`config.mk`:
```
export PLATFORM = sky130hd
export DESIGN_NAME = pointer_touch_event_tracker
export DESIGN_NICKNAME = d
export VERILOG_FILES = /design/src/rtl/ptet_pkg.sv /design/src/rtl/ptet_scale.sv /design/src/rtl/pointer_touch_event_tracker.sv
export SDC_FILE = /design/constraint.sdc
export NUM_CORES = 2
export LEC_CHECK = 0
export ABC_AREA = 0
export BUFFER_PORTS_ARGS = -buffer_cell sky130_fd_sc_hd__buf_4
export CAP_MARGIN = 20
export CORE_UTILIZATION = 40
export CTS_CLUSTER_DIAMETER = 150
export CTS_CLUSTER_SIZE = 12
export DETAILED_ROUTE_END_ITERATION = 10
export HOLD_SLACK_MARGIN = 0.08
export PLACE_DENSITY_LB_ADDON = 0.12
export SYNTH_ARGS = -nofsm -noshare
export SYNTH_HDL_FRONTEND = slang
export SYNTH_SLANG_ARGS = --single-unit
```
`constraint.sdc`:
```
create_clock -name clock -period 5.9 [get_ports clock]
set_input_delay 0.885 -clock clock [delete_from_list [all_inputs] [get_ports clock]]
set_output_delay 0.885 -clock clock [all_outputs]
set_load 0.01 [all_outputs]
```
`src/rtl/ptet_pkg.sv`:
```
// ---------------------------------------------------------------------------
// ptet_pkg: shared types and constants of the pointer/touch event tracker
// Command, event, lock and register index codes, the scale unit interface
// structs and the coordinate saturation helper.
// ---------------------------------------------------------------------------
`default_nettype none

package ptet_pkg;

   // Coordinate range of scaled touch positions
   localparam int unsigned CoordBits  = 16;
   localparam logic [63:0] CoordLimit = (64'd1 << CoordBits) - 64'd1;

   // Double-click radius in screen units, multiplied by ui_scale
   localparam logic [4:0] ClickRadius = 5'd25;

   // Input commands
   localparam logic [1:0] CmdMouse   = 2'd0;
   localparam logic [1:0] CmdTouch   = 2'd1;
   localparam logic [1:0] CmdSetPos  = 2'd2;
   localparam logic [1:0] CmdReadPos = 2'd3;

   // Result event kinds
   localparam logic [1:0] EvPos     = 2'd0;
   localparam logic [1:0] EvPress   = 2'd1;
   localparam logic [1:0] EvRelease = 2'd2;
   localparam logic [1:0] EvDouble  = 2'd3;

   // Lock owner codes; the fourth code counts as unlocked
   localparam logic [1:0] LockNone  = 2'd0;
   localparam logic [1:0] LockMouse = 2'd1;
   localparam logic [1:0] LockTouch = 2'd2;

   // Configuration register indexes
   localparam int unsigned CsrIdxBits = 3;
   localparam logic [2:0] CsrScreenWidth  = 3'd0;
   localparam logic [2:0] CsrScreenHeight = 3'd1;
   localparam logic [2:0] CsrUiScale      = 3'd2;
   localparam logic [2:0] CsrTouchMinX    = 3'd3;
   localparam logic [2:0] CsrTouchMaxX    = 3'd4;
   localparam logic [2:0] CsrTouchMinY    = 3'd5;
   localparam logic [2:0] CsrTouchMaxY    = 3'd6;

   // Scale unit request: one raw axis sample and its calibration
   typedef struct packed {
      logic        start;
      logic [31:0] raw;
      logic [31:0] lo;
      logic [31:0] hi;
      logic [15:0] size;
   } scl_req_type;

   // Scale unit response: one-cycle done pulse with the screen coordinate
   typedef struct packed {
      logic        done;
      logic [15:0] value;
   } scl_rsp_type;

   // Clip a quotient to the coordinate range
   function automatic logic [15:0] sat_coord(input logic [15:0] q);
      logic [15:0] r;
      r = q;
      if ({48'd0, q} > CoordLimit) begin
         r = CoordLimit[15:0];
      end
      return r;
   endfunction

endpackage

`default_nettype wire

```
`src/rtl/ptet_scale.sv`:
```
// ---------------------------------------------------------------------------
// ptet_scale: raw touch axis to screen coordinate
// Clamps the raw value to [lo,hi], multiplies (raw-lo) by the screen size
// and divides by (hi-lo) with a restoring divider, one quotient bit a cycle.
// The quotient never exceeds the size, so 16 steps cover it.
// ---------------------------------------------------------------------------
`default_nettype none

module ptet_scale (
   input  wire                   clock,
   input  wire                   reset,
   input  ptet_pkg::scl_req_type scl_req,
   output ptet_pkg::scl_rsp_type scl_rsp
);
   import ptet_pkg::*;

   localparam logic [1:0] ScIdle = 2'd0;
   localparam logic [1:0] ScMul  = 2'd1;
   localparam logic [1:0] ScDiv  = 2'd2;

   logic [1:0]  st_ff, st_in;
   logic [3:0]  cnt_ff, cnt_in;
   logic        done_ff, done_in;
   logic [31:0] diff_ff;
   logic [15:0] size_ff;
   logic [31:0] dvs_ff;
   logic        empty_ff;
   logic [31:0] rem_ff, rem_in;
   logic [15:0] quo_ff, quo_in;

   logic [31:0] clamped;
   logic [47:0] prod;
   logic [32:0] trial;
   logic [32:0] trial_sub;
   logic        trial_ge;

   // Clamp the raw sample into the calibrated range
   always_comb begin
      clamped = scl_req.raw;
      if (scl_req.raw < scl_req.lo) begin
         clamped = scl_req.lo;
      end else if (scl_req.raw > scl_req.hi) begin
         clamped = scl_req.hi;
      end
   end

   // Product and one restoring division step
   assign prod      = 48'(diff_ff) * 48'(size_ff);
   assign trial     = {rem_ff, quo_ff[15]};
   assign trial_sub = trial - {1'b0, dvs_ff};
   assign trial_ge  = trial >= {1'b0, dvs_ff};

   // Sequencer
   always_comb begin
      st_in   = st_ff;
      cnt_in  = cnt_ff;
      done_in = 1'b0;
      rem_in  = rem_ff;
      quo_in  = quo_ff;
      unique case (st_ff)
         ScIdle: begin
            if (scl_req.start) begin
               st_in = ScMul;
            end
         end
         ScMul: begin
            rem_in = prod[47:16];
            quo_in = prod[15:0];
            cnt_in = 4'd0;
            st_in  = ScDiv;
         end
         ScDiv: begin
            rem_in = trial_ge ? trial_sub[31:0] : trial[31:0];
            quo_in = {quo_ff[14:0], trial_ge};
            cnt_in = cnt_ff + 4'd1;
            if (cnt_ff == 4'd15) begin
               done_in = 1'b1;
               st_in   = ScIdle;
            end
         end
         default: begin
            st_in = ScIdle;
         end
      endcase
   end

   always_ff @(posedge clock) begin
      if (reset) begin
         st_ff   <= ScIdle;
         done_ff <= 1'b0;
         cnt_ff  <= 4'd0;
      end else begin
         st_ff   <= st_in;
         done_ff <= done_in;
         cnt_ff  <= cnt_in;
      end
   end

   // Operand and datapath registers
   always_ff @(posedge clock) begin
      if (st_ff == ScIdle && scl_req.start) begin
         diff_ff  <= clamped - scl_req.lo;
         size_ff  <= scl_req.size;
         dvs_ff   <= scl_req.hi - scl_req.lo;
         empty_ff <= scl_req.hi <= scl_req.lo;
      end
      rem_ff <= rem_in;
      quo_ff <= quo_in;
   end

   assign scl_rsp.done  = done_ff;
   assign scl_rsp.value = empty_ff ? 16'd0 : sat_coord(quo_ff);

endmodule

`default_nettype wire

```
`src/rtl/pointer_touch_event_tracker.sv`:
```
// ---------------------------------------------------------------------------
// pointer_touch_event_tracker: merged mouse/touch press and click events
// Top level: command sequencer, pointer state, result buffer and the
// configuration registers.
// ---------------------------------------------------------------------------
// The block takes one command at a time and holds req_stall high until all
// of its results have been transferred. For a touch sample both axes go
// through one shared scale unit (a 32x16 multiply followed by a 16-step
// restoring divider), then the click logic runs and the results follow one
// by one. Mouse, set-position and read-position commands skip the scale
// unit. Every command gives at most two results; rsp_last marks the final
// one. The csr port is always ready and must only be written while no
// command is in flight.
`default_nettype none

module pointer_touch_event_tracker (
   input  wire         clock,
   input  wire         reset,
   // command channel
   input  wire         req_valid,
   output logic        req_stall,
   input  wire  [1:0]  req_command,
   input  wire         req_moved,
   input  wire         req_left_button,
   input  wire         req_button_down,
   input  wire         req_button_up,
   input  wire         req_button_double,
   input  wire  [15:0] req_pos_x,
   input  wire  [15:0] req_pos_y,
   input  wire  [31:0] req_raw_x,
   input  wire  [31:0] req_raw_y,
   input  wire         req_touch_active,
   // result channel
   output logic        rsp_valid,
   input  wire         rsp_stall,
   output logic [1:0]  rsp_event_kind,
   output logic [15:0] rsp_x,
   output logic [15:0] rsp_y,
   output logic        rsp_last,
   // configuration write port
   input  wire         csr_valid,
   output logic        csr_ready,
   input  wire  [ptet_pkg::CsrIdxBits-1:0] csr_index,
   input  wire  [31:0] csr_wdata
);
   import ptet_pkg::*;

   localparam logic [2:0] SIdle   = 3'd0;
   localparam logic [2:0] SExec   = 3'd1;
   localparam logic [2:0] SScaleX = 3'd2;
   localparam logic [2:0] SScaleY = 3'd3;
   localparam logic [2:0] STouch  = 3'd4;
   localparam logic [2:0] SSend   = 3'd5;

   // Configuration registers
   logic [15:0] screen_width_ff, screen_height_ff;
   logic [7:0]  ui_scale_ff;
   logic [31:0] touch_min_x_ff, touch_max_x_ff, touch_min_y_ff, touch_max_y_ff;

   // Sequencer and pointer state
   logic [2:0]  state_ff, state_in;
   logic [1:0]  lock_ff, lock_in;
   logic [15:0] cur_x_ff, cur_x_in, cur_y_ff, cur_y_in;
   logic [15:0] press_x_ff, press_x_in, press_y_ff, press_y_in;
   logic        touch_down_ff, touch_down_in;
   logic        dbl_pend_ff, dbl_pend_in;

   // Latched command
   logic [1:0]  cmd_ff;
   logic        moved_ff, left_ff, down_ff, up_ff, dbl_ff, active_ff;
   logic [15:0] pos_x_ff, pos_y_ff;
   logic [31:0] raw_x_ff, raw_y_ff;

   // Result buffer: first event plus an optional trailing double click
   logic [1:0]  ev_kind_ff, ev_kind_in;
   logic [15:0] ev_x_ff, ev_x_in, ev_y_ff, ev_y_in;
   logic        ev_two_ff, ev_two_in;
   logic        ev_idx_ff, ev_idx_in;

   scl_req_type scl_req;
   scl_rsp_type scl_rsp;

   logic        req_xfer, rsp_xfer;
   logic [12:0] radius;
   logic [15:0] adx, ady;
   logic        far;

   assign req_stall = state_ff != SIdle;
   assign req_xfer  = req_valid && !req_stall;
   assign rsp_valid = state_ff == SSend;
   assign rsp_xfer  = rsp_valid && !rsp_stall;
   assign csr_ready = 1'b1;

   // Shared scale unit, x axis first then y
   always_comb begin
      scl_req.start = 1'b0;
      if (state_ff == SScaleX) begin
         scl_req.raw  = raw_y_ff;
         scl_req.lo   = touch_min_y_ff;
         scl_req.hi   = touch_max_y_ff;
         scl_req.size = screen_height_ff;
      end else begin
         scl_req.raw  = raw_x_ff;
         scl_req.lo   = touch_min_x_ff;
         scl_req.hi   = touch_max_x_ff;
         scl_req.size = screen_width_ff;
      end
      if (state_ff == SExec && cmd_ff == CmdTouch && lock_ff != LockMouse) begin
         scl_req.start = 1'b1;
      end
      if (state_ff == SScaleX && scl_rsp.done) begin
         scl_req.start = 1'b1;
      end
   end

   ptet_scale u_scale (
      .clock   (clock),
      .reset   (reset),
      .scl_req (scl_req),
      .scl_rsp (scl_rsp)
   );

   // Double-click distance test against the press point
   assign radius = 13'(ClickRadius) * {5'd0, ui_scale_ff};
   assign adx    = (cur_x_ff > press_x_ff) ? cur_x_ff - press_x_ff : press_x_ff - cur_x_ff;
   assign ady    = (cur_y_ff > press_y_ff) ? cur_y_ff - press_y_ff : press_y_ff - cur_y_ff;
   assign far    = (adx > {3'd0, radius}) || (ady > {3'd0, radius});

   // Command sequencer
   always_comb begin
      state_in      = state_ff;
      lock_in       = lock_ff;
      cur_x_in      = cur_x_ff;
      cur_y_in      = cur_y_ff;
      press_x_in    = press_x_ff;
      press_y_in    = press_y_ff;
      touch_down_in = touch_down_ff;
      dbl_pend_in   = dbl_pend_ff;
      ev_kind_in    = ev_kind_ff;
      ev_x_in       = ev_x_ff;
      ev_y_in       = ev_y_ff;
      ev_two_in     = ev_two_ff;
      ev_idx_in     = ev_idx_ff;
      unique case (state_ff)
         SIdle: begin
            if (req_valid) begin
               state_in = SExec;
            end
         end
         SExec: begin
            ev_x_in   = pos_x_ff;
            ev_y_in   = pos_y_ff;
            ev_two_in = 1'b0;
            ev_idx_in = 1'b0;
            state_in  = SIdle;
            unique case (cmd_ff)
               CmdMouse: begin
                  if (lock_ff != LockTouch) begin
                     if (moved_ff) begin
                        cur_x_in = pos_x_ff;
                        cur_y_in = pos_y_ff;
                     end
                     if (left_ff) begin
                        if (down_ff) begin
                           ev_kind_in = EvPress;
                           lock_in    = LockMouse;
                           state_in   = SSend;
                        end else if (up_ff) begin
                           ev_kind_in = EvRelease;
                           lock_in    = LockNone;
                           state_in   = SSend;
                        end else if (dbl_ff) begin
                           ev_kind_in = EvDouble;
                           state_in   = SSend;
                        end
                     end
                  end
               end
               CmdTouch: begin
                  if (lock_ff != LockMouse) begin
                     state_in = SScaleX;
                  end
               end
               CmdSetPos: begin
                  cur_x_in = pos_x_ff;
                  cur_y_in = pos_y_ff;
               end
               CmdReadPos: begin
                  ev_kind_in = EvPos;
                  ev_x_in    = cur_x_ff;
                  ev_y_in    = cur_y_ff;
                  state_in   = SSend;
               end
               default: begin
                  state_in = SIdle;
               end
            endcase
         end
         SScaleX: begin
            if (scl_rsp.done) begin
               cur_x_in = scl_rsp.value;
               state_in = SScaleY;
            end
         end
         SScaleY: begin
            if (scl_rsp.done) begin
               cur_y_in = scl_rsp.value;
               state_in = STouch;
            end
         end
         STouch: begin
            ev_x_in     = cur_x_ff;
            ev_y_in     = cur_y_ff;
            dbl_pend_in = dbl_pend_ff && !far;
            state_in    = SIdle;
            if (active_ff != touch_down_ff) begin
               touch_down_in = active_ff;
               state_in      = SSend;
               if (active_ff) begin
                  ev_kind_in  = EvPress;
                  lock_in     = LockTouch;
                  press_x_in  = cur_x_ff;
                  press_y_in  = cur_y_ff;
                  dbl_pend_in = 1'b1;
               end else begin
                  ev_kind_in  = EvRelease;
                  lock_in     = LockNone;
                  ev_two_in   = dbl_pend_ff && !far;
                  dbl_pend_in = 1'b0;
               end
            end
         end
         SSend: begin
            if (!rsp_stall) begin
               if (rsp_last) begin
                  ev_idx_in = 1'b0;
                  state_in  = SIdle;
               end else begin
                  ev_idx_in = 1'b1;
               end
            end
         end
         default: begin
            state_in = SIdle;
         end
      endcase
   end

   always_ff @(posedge clock) begin
      if (reset) begin
         state_ff      <= SIdle;
         lock_ff       <= LockNone;
         cur_x_ff      <= 16'd0;
         cur_y_ff      <= 16'd0;
         press_x_ff    <= 16'd0;
         press_y_ff    <= 16'd0;
         touch_down_ff <= 1'b0;
         dbl_pend_ff   <= 1'b0;
         ev_two_ff     <= 1'b0;
         ev_idx_ff     <= 1'b0;
      end else begin
         state_ff      <= state_in;
         lock_ff       <= lock_in;
         cur_x_ff      <= cur_x_in;
         cur_y_ff      <= cur_y_in;
         press_x_ff    <= press_x_in;
         press_y_ff    <= press_y_in;
         touch_down_ff <= touch_down_in;
         dbl_pend_ff   <= dbl_pend_in;
         ev_two_ff     <= ev_two_in;
         ev_idx_ff     <= ev_idx_in;
      end
   end

   // Result payload and command capture
   always_ff @(posedge clock) begin
      ev_kind_ff <= ev_kind_in;
      ev_x_ff    <= ev_x_in;
      ev_y_ff    <= ev_y_in;
      if (req_xfer) begin
         cmd_ff    <= req_command;
         moved_ff  <= req_moved;
         left_ff   <= req_left_button;
         down_ff   <= req_button_down;
         up_ff     <= req_button_up;
         dbl_ff    <= req_button_double;
         pos_x_ff  <= req_pos_x;
         pos_y_ff  <= req_pos_y;
         raw_x_ff  <= req_raw_x;
         raw_y_ff  <= req_raw_y;
         active_ff <= req_touch_active;
      end
   end

   // Configuration registers; writes past the last index are dropped
   always_ff @(posedge clock) begin
      if (reset) begin
         screen_width_ff  <= 16'd1024;
         screen_height_ff <= 16'd768;
         ui_scale_ff      <= 8'd1;
         touch_min_x_ff   <= 32'd0;
         touch_max_x_ff   <= 32'd65535;
         touch_min_y_ff   <= 32'd0;
         touch_max_y_ff   <= 32'd65535;
      end else if (csr_valid && csr_ready) begin
         unique case (csr_index)
            CsrScreenWidth:  screen_width_ff  <= csr_wdata[15:0];
            CsrScreenHeight: screen_height_ff <= csr_wdata[15:0];
            CsrUiScale:      ui_scale_ff      <= csr_wdata[7:0];
            CsrTouchMinX:    touch_min_x_ff   <= csr_wdata;
            CsrTouchMaxX:    touch_max_x_ff   <= csr_wdata;
            CsrTouchMinY:    touch_min_y_ff   <= csr_wdata;
            CsrTouchMaxY:    touch_max_y_ff   <= csr_wdata;
            default: begin
            end
         endcase
      end
   end

   // Result outputs
   assign rsp_event_kind = ev_idx_ff ? EvDouble : ev_kind_ff;
   assign rsp_x          = ev_x_ff;
   assign rsp_y          = ev_y_ff;
   assign rsp_last       = ev_idx_ff || !ev_two_ff;

   // Checks
   a_touch_holds_lock: assert property (@(posedge clock) disable iff (reset)
      touch_down_ff |-> lock_ff == LockTouch)
      else $error("touch held without touch lock");

   a_pending_needs_touch: assert property (@(posedge clock) disable iff (reset)
      dbl_pend_ff |-> touch_down_ff)
      else $error("double click pending with no finger down");

   a_scale_done_expected: assert property (@(posedge clock) disable iff (reset)
      scl_rsp.done |-> (state_ff == SScaleX || state_ff == SScaleY))
      else $error("scale unit finished outside a scale wait");

   a_second_is_double: assert property (@(posedge clock) disable iff (reset)
      (rsp_xfer && !rsp_last) |=> (rsp_valid && rsp_last && rsp_event_kind == EvDouble))
      else $error("second result is not a final double click");

   a_no_lock_three: assert property (@(posedge clock) disable iff (reset)
      lock_ff != 2'd3)
      else $error("lock owner took the unused code");

endmodule

`default_nettype wire
```
==> flow_metrics.env <==
export IMPL_status="finished with violations"
export IMPL_violations="negative setup slack"
export IMPL_die_h_um=343
export IMPL_synthCells=5264
export IMPL_async_reset_ff_frac=0
export IMPL_final_max_slew_viol_count=0
export IMPL_drtIter0Drc=2539
export IMPL_synth_edf_count=267
export IMPL_dp_slack_ns=-0.906
export IMPL_hp_class="primary input to flip-flop"
export IMPL_rrSetupSlack_ns=-0.67
export IMPL_core_um2=115000
export IMPL_num_rows=124
export IMPL_areaGrowthSynthToFinish_pct=23.9
export IMPL_grt_pass1_vias=38800
export IMPL_post_route_period_util=1.11
export IMPL_routed_wl_um=145000
export IMPL_worst_pin_slew_ns=1.19
export IMPL_synth_area_top_cells="fa_1 (18%), edfxtp_1 (17%), ha_1 (11%)"
export IMPL_grt_first_pass_wirelength_um=227000
export IMPL_stdcell_count=7457
export IMPL_synth_nets=6235
export IMPL_grt_max_degree=101
export IMPL_crit_path_start_kind="flip-flop"
export IMPL_final_cell_mix="nand2_1 (1003), buf_4 (715), inv_1 (601)"
export IMPL_final_net_count=6878
export IMPL_viasPerCell=5.19
export IMPL_start_util=0.406
export IMPL_yosysWarnings=0
export IMPL_crit_type="flip-flop to flip-flop"
export IMPL_ys_flop_type="edfxtp_1"
export IMPL_required_ns=6.26
export IMPL_drc_errors=0
export IMPL_hold_viol_final=0
export IMPL_dp_hpwl_um=114000
export IMPL_seq_area_frac_synth=0.278
export IMPL_htreeDepth=2
export IMPL_overflow=0
export IMPL_cts_buffers=49
export IMPL_top_layer_used="met4"
export IMPL_die_area_um2=118000
export IMPL_hold_slack_ns=0.434
export IMPL_die_w_um=343
export IMPL_cts_path_max_buffers=3
export IMPL_wl_met1_um=68400
export IMPL_hold_buffers=0
export IMPL_clock_latency_ns=0.63
export IMPL_arrival_ns=6.93
export IMPL_vias=38700
export IMPL_cts_root_buf="clkbuf_16"
export IMPL_endpoint_kind="flip-flop"
export IMPL_drive_gt1_frac=0.212
export IMPL_ys_ff_latch=515
export IMPL_setup_viol=31
export IMPL_postRouteAntennaNets=0
export IMPL_wl_met3_um=8020
export IMPL_cp_max_fo=7
export IMPL_cts_tree="built"
export IMPL_synth_top_area_cell="fa_1"
export IMPL_rsz0062_at_grt="yes"
export IMPL_fin_crit_ns=6.57
export IMPL_clk_pin_slew_ns=0.08
export IMPL_relSlewSlack=0.206
export IMPL_drv_cap=0
export IMPL_grt_usage=0.248
export IMPL_routed_wl_met2_um=64900
export IMPL_gp_congestion=0.958
export IMPL_grt_antenna_before_repair=7
export IMPL_port_buffers=180
export IMPL_io_pins=182
export IMPL_drt_wirelength_per_cell_um=19.5
export IMPL_firstDrtPassIters=5
export IMPL_utilization=0.503
export IMPL_max_freq_mhz=152
export IMPL_avgSynthCellArea_um2=8.86
export IMPL_synth_distinct_cells=79
export IMPL_cts_sinks=515
export IMPL_place_inst=7270
export IMPL_final_common_cell="nand2_1"
export IMPL_synth_top_area_share=0.184
export IMPL_netlist_area_um2=46600
export IMPL_setup_slack_ns=-0.670
export IMPL_fin_skew_ns=0.0319
## per-stage QoR
step                setup TNS [ns]  instance area [µm²]
floorplan                   -0.890                47100
global placement            -24.41                53800
detailed placement          -25.23                53800
CTS                         -12.11                56900
global route                -19.38                57800
finish                      -11.92                57800
## synthesized netlist by cell type, drive strengths merged, types with 121 or more instances
master / n
a21o: 121
a21oi: 446
and2: 224
clkbuf: 215
dfxtp: 248
edfxtp: 267
fa: 428
ha: 399
inv: 645
nand2: 1020
nor2: 200
o21ai: 149
## routing by layer
layer,GRT usage,up-vias
met1,0.359,18800
met2,0.393,999
met3,0.0284,177
met4,0.0633,0
met5,0,-
li1,-,18700
## final timing paths
| path | endpoint | cells after the start | from |
|---|---|---|---|
| setup / recovery | u_scale.rem_ff[11]$_DFFE_PP_ | 24 | u_scale.diff_ff[8]$_DFFE_PP_ |
| hold / removal | pos_y_ff[5]$_DFFE_PP_ | 1 | req_pos_y[5] |
| setup reg to reg | u_scale.rem_ff[11]$_DFFE_PP_ | 24 | u_scale.diff_ff[8]$_DFFE_PP_ |
| hold reg to reg | screen_width_ff[1]$_SDFFE_PP0P_ | 2 | screen_width_ff[1]$_SDFFE_PP0P_ |
## registers in the layout (all words and copies together), names as in the netlist, 32 cells and up
signal,count
touch_max_x_ff,32
raw_y_ff,32
u_scale.rem_ff,32
touch_min_y_ff,32
raw_x_ff,32
u_scale.dvs_ff,32
touch_min_x_ff,32
u_scale.diff_ff,32
touch_max_y_ff,32
## cell families (layout without fill, tap and decap cells)
family          after synthesis  after routing  synth area share
simple gates               1752           1753             0.169
compound gates             1002           1002             0.132
buf+inv                     887           1566            0.0717
fa+ha+maj                   827            827             0.291
flops                       515            515             0.278
xor+xnor                    145            145            0.0272
mux                         135            135            0.0302
other cells                   1              2         0.0000804
## repair_timing
action / 4_1_cts / 5_1_grt
setup endpoints to repair: 54 / 52
gates resized for setup: 241 / 187
gates cloned: 5 / 1
pin swaps: 118 / 149
buffers inserted: 66 / 47
## worst max-delay path, cell delays in order (launching register included)
cell	delay [ns]
edfxtp_1	0.42
buf_12	0.17
buf_12	0.13
and2_4	0.13
fa_1	0.52
inv_1	0.05
fa_1	0.48
inv_1	0.05
fa_1	0.49
fa_1	0.48
fa_1	0.51
inv_1	0.05
fa_1	0.49
inv_2	0.05
ha_4	0.22
a21oi_2	0.15
nor2_2	0.05
a211oi_2	0.22
o31ai_4	0.14
a221o_1	0.37
a221o_1	0.32
a21o_1	0.20
a311oi_2	0.26
xnor2_1	0.11
mux2_2	0.26
## layout make-up
class | instances | area, µm²
timing repair buffer | 833 | 7110
clock inverter | 3 | 45.0
clock buffer | 85 | 1430
tap | 1512 | 1890
antenna | 1 | 2.50
multi-input combinational | 3863 | 31900
inverter | 645 | 2420
fill | 10800 | 57200
sequential | 515 | 13000
Power is not shown: default switching activity piles up to over one toggle a cycle in this logic, so the estimate is an artifact.
